`config.mk`:
```
export PLATFORM = sky130hd
export DESIGN_NAME = baro_back
export DESIGN_NICKNAME = d
export VERILOG_FILES = /design/src/hdl/assert_macros.svh /design/src/hdl/baro_pkg.sv /design/src/hdl/baro_back.sv
export SDC_FILE = /design/constraint.sdc
export NUM_CORES = 2
export LEC_CHECK = 0
export ABC_AREA = 1
export BUFFER_PORTS_ARGS = -buffer_cell sky130_fd_sc_hd__buf_2
export CELL_PAD_IN_SITES_DETAIL_PLACEMENT = 0
export CELL_PAD_IN_SITES_GLOBAL_PLACEMENT = 1
export CORE_ASPECT_RATIO = 1.25
export CORE_MARGIN = 2
export CORE_UTILIZATION = 40
export CTS_CLUSTER_DIAMETER = 120
export CTS_CLUSTER_SIZE = 12
export DETAILED_ROUTE_END_ITERATION = 10
export GPL_TIMING_DRIVEN = 0
export PLACE_DENSITY_LB_ADDON = 0.1
export SYNTH_ARGS = -nofsm -noshare
export SYNTH_HDL_FRONTEND = slang
export SYNTH_SLANG_ARGS = --single-unit
```
`constraint.sdc`:
```
create_clock -name i_clk -period 15.4 [get_ports i_clk]
set_input_delay 0.77 -clock i_clk [delete_from_list [all_inputs] [get_ports i_clk]]
set_output_delay 0.77 -clock i_clk [all_outputs]
set_load 0.1 [all_outputs]
```
`src/hdl/assert_macros.svh`:
```
// Assertion helpers for the RTL.
`ifndef ASSERT_MACROS_SVH
`define ASSERT_MACROS_SVH

// Implication checked every clock, disabled in reset.
`define ASSERT_IMPL(label, clk, rst_n, ante, cons) \
    label: assert property (@(posedge clk) disable iff (!rst_n) (ante) |-> (cons)) \
        else $error("assertion failed");

// Next-cycle implication, disabled in reset.
`define ASSERT_NEXT(label, clk, rst_n, ante, cons) \
    label: assert property (@(posedge clk) disable iff (!rst_n) (ante) |=> (cons)) \
        else $error("assertion failed");

`endif

```
`src/hdl/baro_pkg.sv`:
```
`default_nettype none
package baro_pkg;
    localparam int unsigned DIV_BITS = 32;
    // x / 133 == (x * MMHG_RECIP) >> MMHG_SHIFT for every 32-bit x
    localparam logic [31:0] MMHG_RECIP = 32'd4133502361;
    localparam int unsigned MMHG_SHIFT = 39;

    localparam logic [2:0] CFG_TEMP_CAL  = 3'd0;
    localparam logic [2:0] CFG_PRESS_A   = 3'd1;
    localparam logic [2:0] CFG_PRESS_B   = 3'd2;
    localparam logic [2:0] CFG_PRESS_C   = 3'd3;
    localparam logic [2:0] CFG_TEMP_OSR  = 3'd4;
    localparam logic [2:0] CFG_PRESS_OSR = 3'd5;

    typedef struct packed {
        logic [47:0] temp_cal;
        logic [47:0] press_a;
        logic [47:0] press_b;
        logic [47:0] press_c;
        logic [2:0]  temp_osr;
        logic [2:0]  press_osr;
    } t_cal;

    // Arithmetic right shift of a 32-bit word.
    function automatic logic [31:0] sra(input logic [31:0] x, input int unsigned s);
        sra = 32'($signed(x) >>> s);
    endfunction

    function automatic logic [31:0] sw(input logic [47:0] r, input int unsigned k);
        logic [15:0] w;
        w = r[16*k +: 16];
        sw = {{16{w[15]}}, w};
    endfunction

    function automatic logic [31:0] uw(input logic [47:0] r, input int unsigned k);
        uw = {16'd0, r[16*k +: 16]};
    endfunction
endpackage
`default_nettype wire

```
`src/hdl/baro_back.sv`:
```
`default_nettype none
// Pressure correction after the division; registered stages.
module baro_back
    import baro_pkg::*;
(
    input  wire logic        i_clk,
    input  wire logic        i_rst_n,
    input  wire logic        i_en,
    input  wire logic        i_valid,
    input  wire logic [31:0] i_quo,
    input  wire logic [31:0] i_temp,
    input  wire logic        i_big,
    input  wire logic        i_ok,
    input  wire logic [47:0] i_cal_c,
    output logic             o_valid,
    output logic [31:0]      o_temp,
    output logic [31:0]      o_p,
    output logic             o_ok
);
    logic [2:0]  r_v;
    logic [31:0] r1_p, r1_sq, r1_v2, r1_t;
    logic [31:0] r2_p, r2_v1, r2_v2, r2_t;
    logic [31:0] r3_p, r3_t;
    logic [2:0]  r_ok;

    logic [31:0] n_p, n_p7, n_p8, n_p9;
    always_comb begin
        n_p  = i_big ? {i_quo[30:0], 1'b0} : i_quo;
        n_p7 = sw(i_cal_c, 0);
        n_p8 = sw(i_cal_c, 1);
        n_p9 = sw(i_cal_c, 2);
    end

    always_ff @(posedge i_clk) begin
        if (!i_rst_n) begin
            r_v <= '0;
        end else if (i_en) begin
            r_v <= {r_v[1:0], i_valid};
        end
        if (i_en) begin
            r1_p  <= n_p;
            r1_sq <= (n_p >> 3) * (n_p >> 3);
            r1_v2 <= (n_p >> 2) * n_p8;
            r1_t  <= i_temp;
            r_ok  <= {r_ok[1:0], i_ok};

            r2_p  <= r1_p;
            r2_v1 <= sra(n_p9 * (r1_sq >> 13), 12);
            r2_v2 <= sra(r1_v2, 13);
            r2_t  <= r1_t;

            r3_p  <= r_ok[1] ? r2_p + sra(r2_v1 + r2_v2 + n_p7, 4) : 32'd0;
            r3_t  <= r2_t;
        end
    end

    assign o_valid = r_v[2];
    assign o_temp  = r3_t;
    assign o_p     = r3_p;
    assign o_ok    = r_ok[2];
endmodule
`default_nettype wire

```
Yosys cells after proc, flatten, opt, wreduce, memory -nomap -nowiden. Index checks and enable logic that the tools add are counted.

Register bits after elaboration: 301. Bits in latches: 0. RAM bits: 0. Memory bits (read-only): 0. Bits of input ports: 118. Output and inout bits: 66. Memories kept: 0.

$add $sub $neg: 3. $mul: 3. Divide/modulo/power cells: 0. Magnitude comparators: 0. Equal/unequal tests: 0. Shift operators: 0. Muxes and demuxes: 1. Bitwise gates (word level): 0. Reduce and logical (&&, ||, !) cells: 0.

Operator list (count): adder 32 bit (1); multiplier 16 x 20 -> 32 bit (1); multiplier 29 x 29 -> 32 bit (1); multiplier 31 x 16 -> 32 bit (1); 2-to-1 mux 32 bit (1); adder 21 x 16 -> 22 bit (1); adder 20 x 19 -> 21 bit (1).

Depth between registers and ports, before layout.
Depth after elaboration: 3. Mapped depth: 39.

Worst setup path after synthesis. OpenSTA, ideal clock, no wires.

Kind: in2reg. Start point: in i_big. End point: reg r1_sq[28], data pin. Library setup time: 0.259 ns. Arrival: 7.417 ns. Setup slack: 7.724 ns. Cell stages on the path: 35. Buffers on the path: 6. Path through: buf_6 > inv_2 > buf_6 > buf_6 > nand2_1 > nand2_1 > clkbuf_1 > buf_1 > nor2_1 > ha_1 > a31o_2 > fa_1 > fa_1 > inv_1 > fa_1 > inv_1 > fa_1 > inv_1 > fa_1 > inv_1 > fa_1 > fa_1 > ha_1 > clkbuf_1 > nand2_1 > nor2_1 > inv_1 > nor2_1 > nand3_1 > nand2_1 > nand2_1 > nand2_1 > nand3_1 > nand2_1 > xor2_1.

Longest elaborated chain between the ends: 2.

Ends and longest elaborated chain: from (decl) (RTL line baro_back.sv:12) `input wire logic i_big,`; 2-to-1 mux 32 bit (RTL line baro_back.sv:28) `n_p = i_big ? {i_quo[30:0], 1'b0} : i_quo;`; multiplier 29 x 29 -> 32 bit (RTL line baro_back.sv:42) `r1_sq <= (n_p >> 3) * (n_p >> 3);`; to (signal assigned) (RTL line baro_back.sv:42); to (decl) (RTL line baro_back.sv:21) `logic [31:0] r1_p, r1_sq, r1_v2, r1_t;`.

Every way passes these cells. A chain may end at the register's enable or synchronous reset.

Final worst setup path.
Start point: in i_big. End point: reg r1_sq[31], data pin.

Longest elaborated chain between the ends: 2.

Ends and longest elaborated chain: 2-to-1 mux 32 bit (RTL line baro_back.sv:28); net n_p[20] (RTL line baro_back.sv:26) `logic [31:0] n_p, n_p7, n_p8, n_p9;`; multiplier 29 x 29 -> 32 bit (RTL line baro_back.sv:42).

The timed path passes the listed nets, and every way through them passes these cells.

==> metrics.yaml <==
min_path:
  hp-class: "in -> reg"
  hp-start: "i_temp[28]"
  holdPathStages: 1
  worstHoldEndpoint: "r1_t[28]"
yosys:
  ys_seq_area_frac: 0.1740
  synth_compound_area_frac: 0.04949
  async_flop_share: 0
  synth_top_cells_by_area: "fa_1 (39%), edfxtp_1 (17%), inv_1 (11%)"
  ys_ff_latch: 275
  synth_enable_flop_cells: 272
  yosysTopAreaCellShare: 0.3909
  synthSimpleGateAreaFrac: 0.1438
  ys_warn_count: 0
  synthAdderAreaFrac: 0.4859
  synth_top_family_by_area: "adder cells"
  yosysTopAreaCell: "fa_1"
  ys_types: 44
  synthMuxAreaShare: 0
  avgSynthCellArea_um2: 8.812
  ys.flop_type: "edfxtp_1"
  synth_area_mm2: 0.04728
  yosysMostFrequentCell: "inv_1"
  syn-num-nets: 6765
  synthTopCellsByCount: "inv_1 (1401), nand2_1 (1028), fa_1 (923)"
  synth_cells: 5365
  synth_xor_area_frac: 0.01964
detailed_routing:
  drtIter0Drc: 2246
  vias: 35590
  drtPass1Iterations: 5
  finalWirelength_um: 157000
  antenna_left: 0
  drc: 0
  wire_per_inst_um: 21.96
  vias_per_cell: 4.977
sta:
  slew-limit-headroom: 0.07513
  fin_crit_ps: 9630
  finalHoldViolations: 0
  finalMaxSlewViolations: 0
  min_period_over_period: 0.6253
  fin_skew_ps: 20.85
  setup_tns_ps: 0
  layout_setup_ws_ps: 5770
  setup_viol: 0
  worst_slew_pin_slew_ps: 1387
  fmax_mhz: 103.8
  rsz0062_at_grt: "no"
cells_and_area:
  fill_cells: 12150
  nNetsFinal: 6956
  multi_input_area_mm2: 0.03304
  final_util: 0.4325
  final_layout_size_suffix_gt1_frac: 0.04626
  n_antenna_cell: 0
  regArea_mm2: 0.008228
  syn_to_final_growth_pct: 7.657
setup_path:
  cpMaxStageDelayCell: "clkinv_1"
  critPathTopFamily: "adder cells"
  crit_type: "in -> reg"
  ff2ff_setup_slack_ps: 8590
  critical_path.most_common_cell: "fa_1"
  end_kind: "flop"
  cp_max_fo: 10
  setup.worst_path.start_class: "input port"
  r2r-end: "r2_v1[17]"
  r2r.worst_path.cells: 20
  reg2reg_from: "r1_sq[21]"
  crit_arrival_ps: 9960
  worstPathRequired_ps: 15730
  slowest_delay_ps: 1000
  cp_num_buf_inv: 12
clock_network:
  cts_hold_buf: 0
  cts_tree: "built"
  clk_path_buf_depth: 3
  cts.clk_slew.worst_paths_ps: 70
  clockRootBuffer: "clkbuf_16"
  clock_latency_ps: 590
  cts_setup_buffers: 0
  ctsResizeCount: 0
  numCtsBuffers: 27
  htreeDepth: 1
  cts.sinks: 275
global_route:
  globalRouteOverflowTotal: 0
  grt_first_pass_wirelength_um: 237200
  antenna_found_initial: 7
  grt_pass1_vias: 38530
  grt_max_degree: 111
  grt.total_usage: 0.2647
placed_design:
  numPortBuffers: 160
  gp_congestion: 0.9291
  dpl.hpwl_um: 131900
  dp_slack_ps: 5219
floorplan:
  initial_core_util: 0.4018
  rows: 141
  die_h_um: 388.4
  pin_count: 184
  die_x_um: 311.5
  core_area_mm2: 0.1177
  dieArea_mm2: 0.1210
job:
  cap_violations: 0
run_status:
  status: "finished clean"
routing by layer:
| layer | vias to the layer above | wire [um] | track usage |
|---|---|---|---|
| li1 | 16280 | - | - |
| met1 | 18020 | 61680 | 0.3198 |
| met2 | 999 | 80480 | 0.4822 |
| met3 | 286 | 6958 | 0.02145 |
| met4 | 2 | 7909 | 0.1129 |
| met5 | - | 11 | 0 |
sequential cells by signal (all words and copies together), names as in the netlist:
signal	cells
r1_v2	19
r1_t	32
r2_v1	20
o_temp	32
r2_t	32
o_p	32
r1_p	32
r_v	3
r_ok	3
r2_p	32
r2_v2	19
r1_sq	19
how the worst max path moves through the flow:
stage / from / end / slack (ps) / cells past startpoint
after global placement: i_big / r1_sq[31] / 5290 / 31
after CTS: i_big / r1_sq[31] / 5840 / 31
after global routing: i_big / r1_sq[31] / 5410 / 31
final: i_big / r1_sq[31] / 5770 / 31
after floorplan: i_big / r1_sq[28] / 7720 / 35
after detailed placement: i_big / r1_sq[31] / 5220 / 31
kinds of logic after synthesis:
logic type      count (synthesis)
fa+ha+maj                    1282
buf+inv                      1577
compound gates                399
simple gates                 1726
xor+xnor                      106
flops                         275
stage by stage:
step	area [um^2]	hold WS (ps)	instances
finish	50900	357.5	7150
global route	50900	332.9	7150
CTS	50900	313.6	7150
detailed placement	50110	404.5	7100
global placement	50040	400.1	7098
floorplan	47280	400.3	5365
cell usage in the layout, fill, tap and decap left out, types with 3 or more instances in the layout:
| cell | synthesis | routed |
|---|---|---|
| a211oi_1 | 3 | 3 |
| a21o_1 | 20 | 20 |
| a21oi_1 | 178 | 178 |
| a221oi_1 | 8 | 8 |
| a31oi_1 | 17 | 17 |
| buf_1 | 23 | 23 |
| buf_2 | 3 | 162 |
| buf_6 | 7 | 7 |
| clkbuf_1 | 127 | 146 |
| clkbuf_16 | 0 | 27 |
| clkinv_1 | 8 | 8 |
| dfxtp_1 | 3 | 3 |
| edfxtp_1 | 272 | 272 |
| fa_1 | 923 | 923 |
| ha_1 | 359 | 359 |
| inv_1 | 1401 | 1401 |
| inv_2 | 5 | 5 |
| nand2_1 | 1028 | 1028 |
| nand2_2 | 14 | 14 |
| nand3_1 | 72 | 72 |
| nand3b_1 | 10 | 10 |
| nand4_1 | 25 | 25 |
| nor2_1 | 527 | 527 |
| nor3_1 | 25 | 25 |
| nor4_1 | 5 | 5 |
| o2111ai_1 | 3 | 3 |
| o211ai_1 | 6 | 6 |
| o21a_1 | 17 | 17 |
| o21ai_0 | 96 | 95 |
| o21ai_1 | 10 | 11 |
| o21ai_2 | 7 | 7 |
| o21ai_4 | 5 | 5 |
| o21bai_1 | 17 | 17 |
| o221ai_1 | 5 | 5 |
| or2_2 | 17 | 17 |
| xnor2_1 | 34 | 34 |
| xor2_1 | 72 | 72 |
layout make-up:
type | count | area share
Multi-Input combinational cell | 3513 | 0.6491
Timing Repair Buffer | 162 | 0.01701
Clock inverter | 4 | 0.0007621
Buffer | 163 | 0.01384
Tap cell | 1573 | 0.03867
Inverter | 1414 | 0.1043
Clock buffer | 46 | 0.01468
Sequential cell | 275 | 0.1617
Power is not shown: default switching activity piles up to over one toggle a cycle in this logic, so the estimate is an artifact.
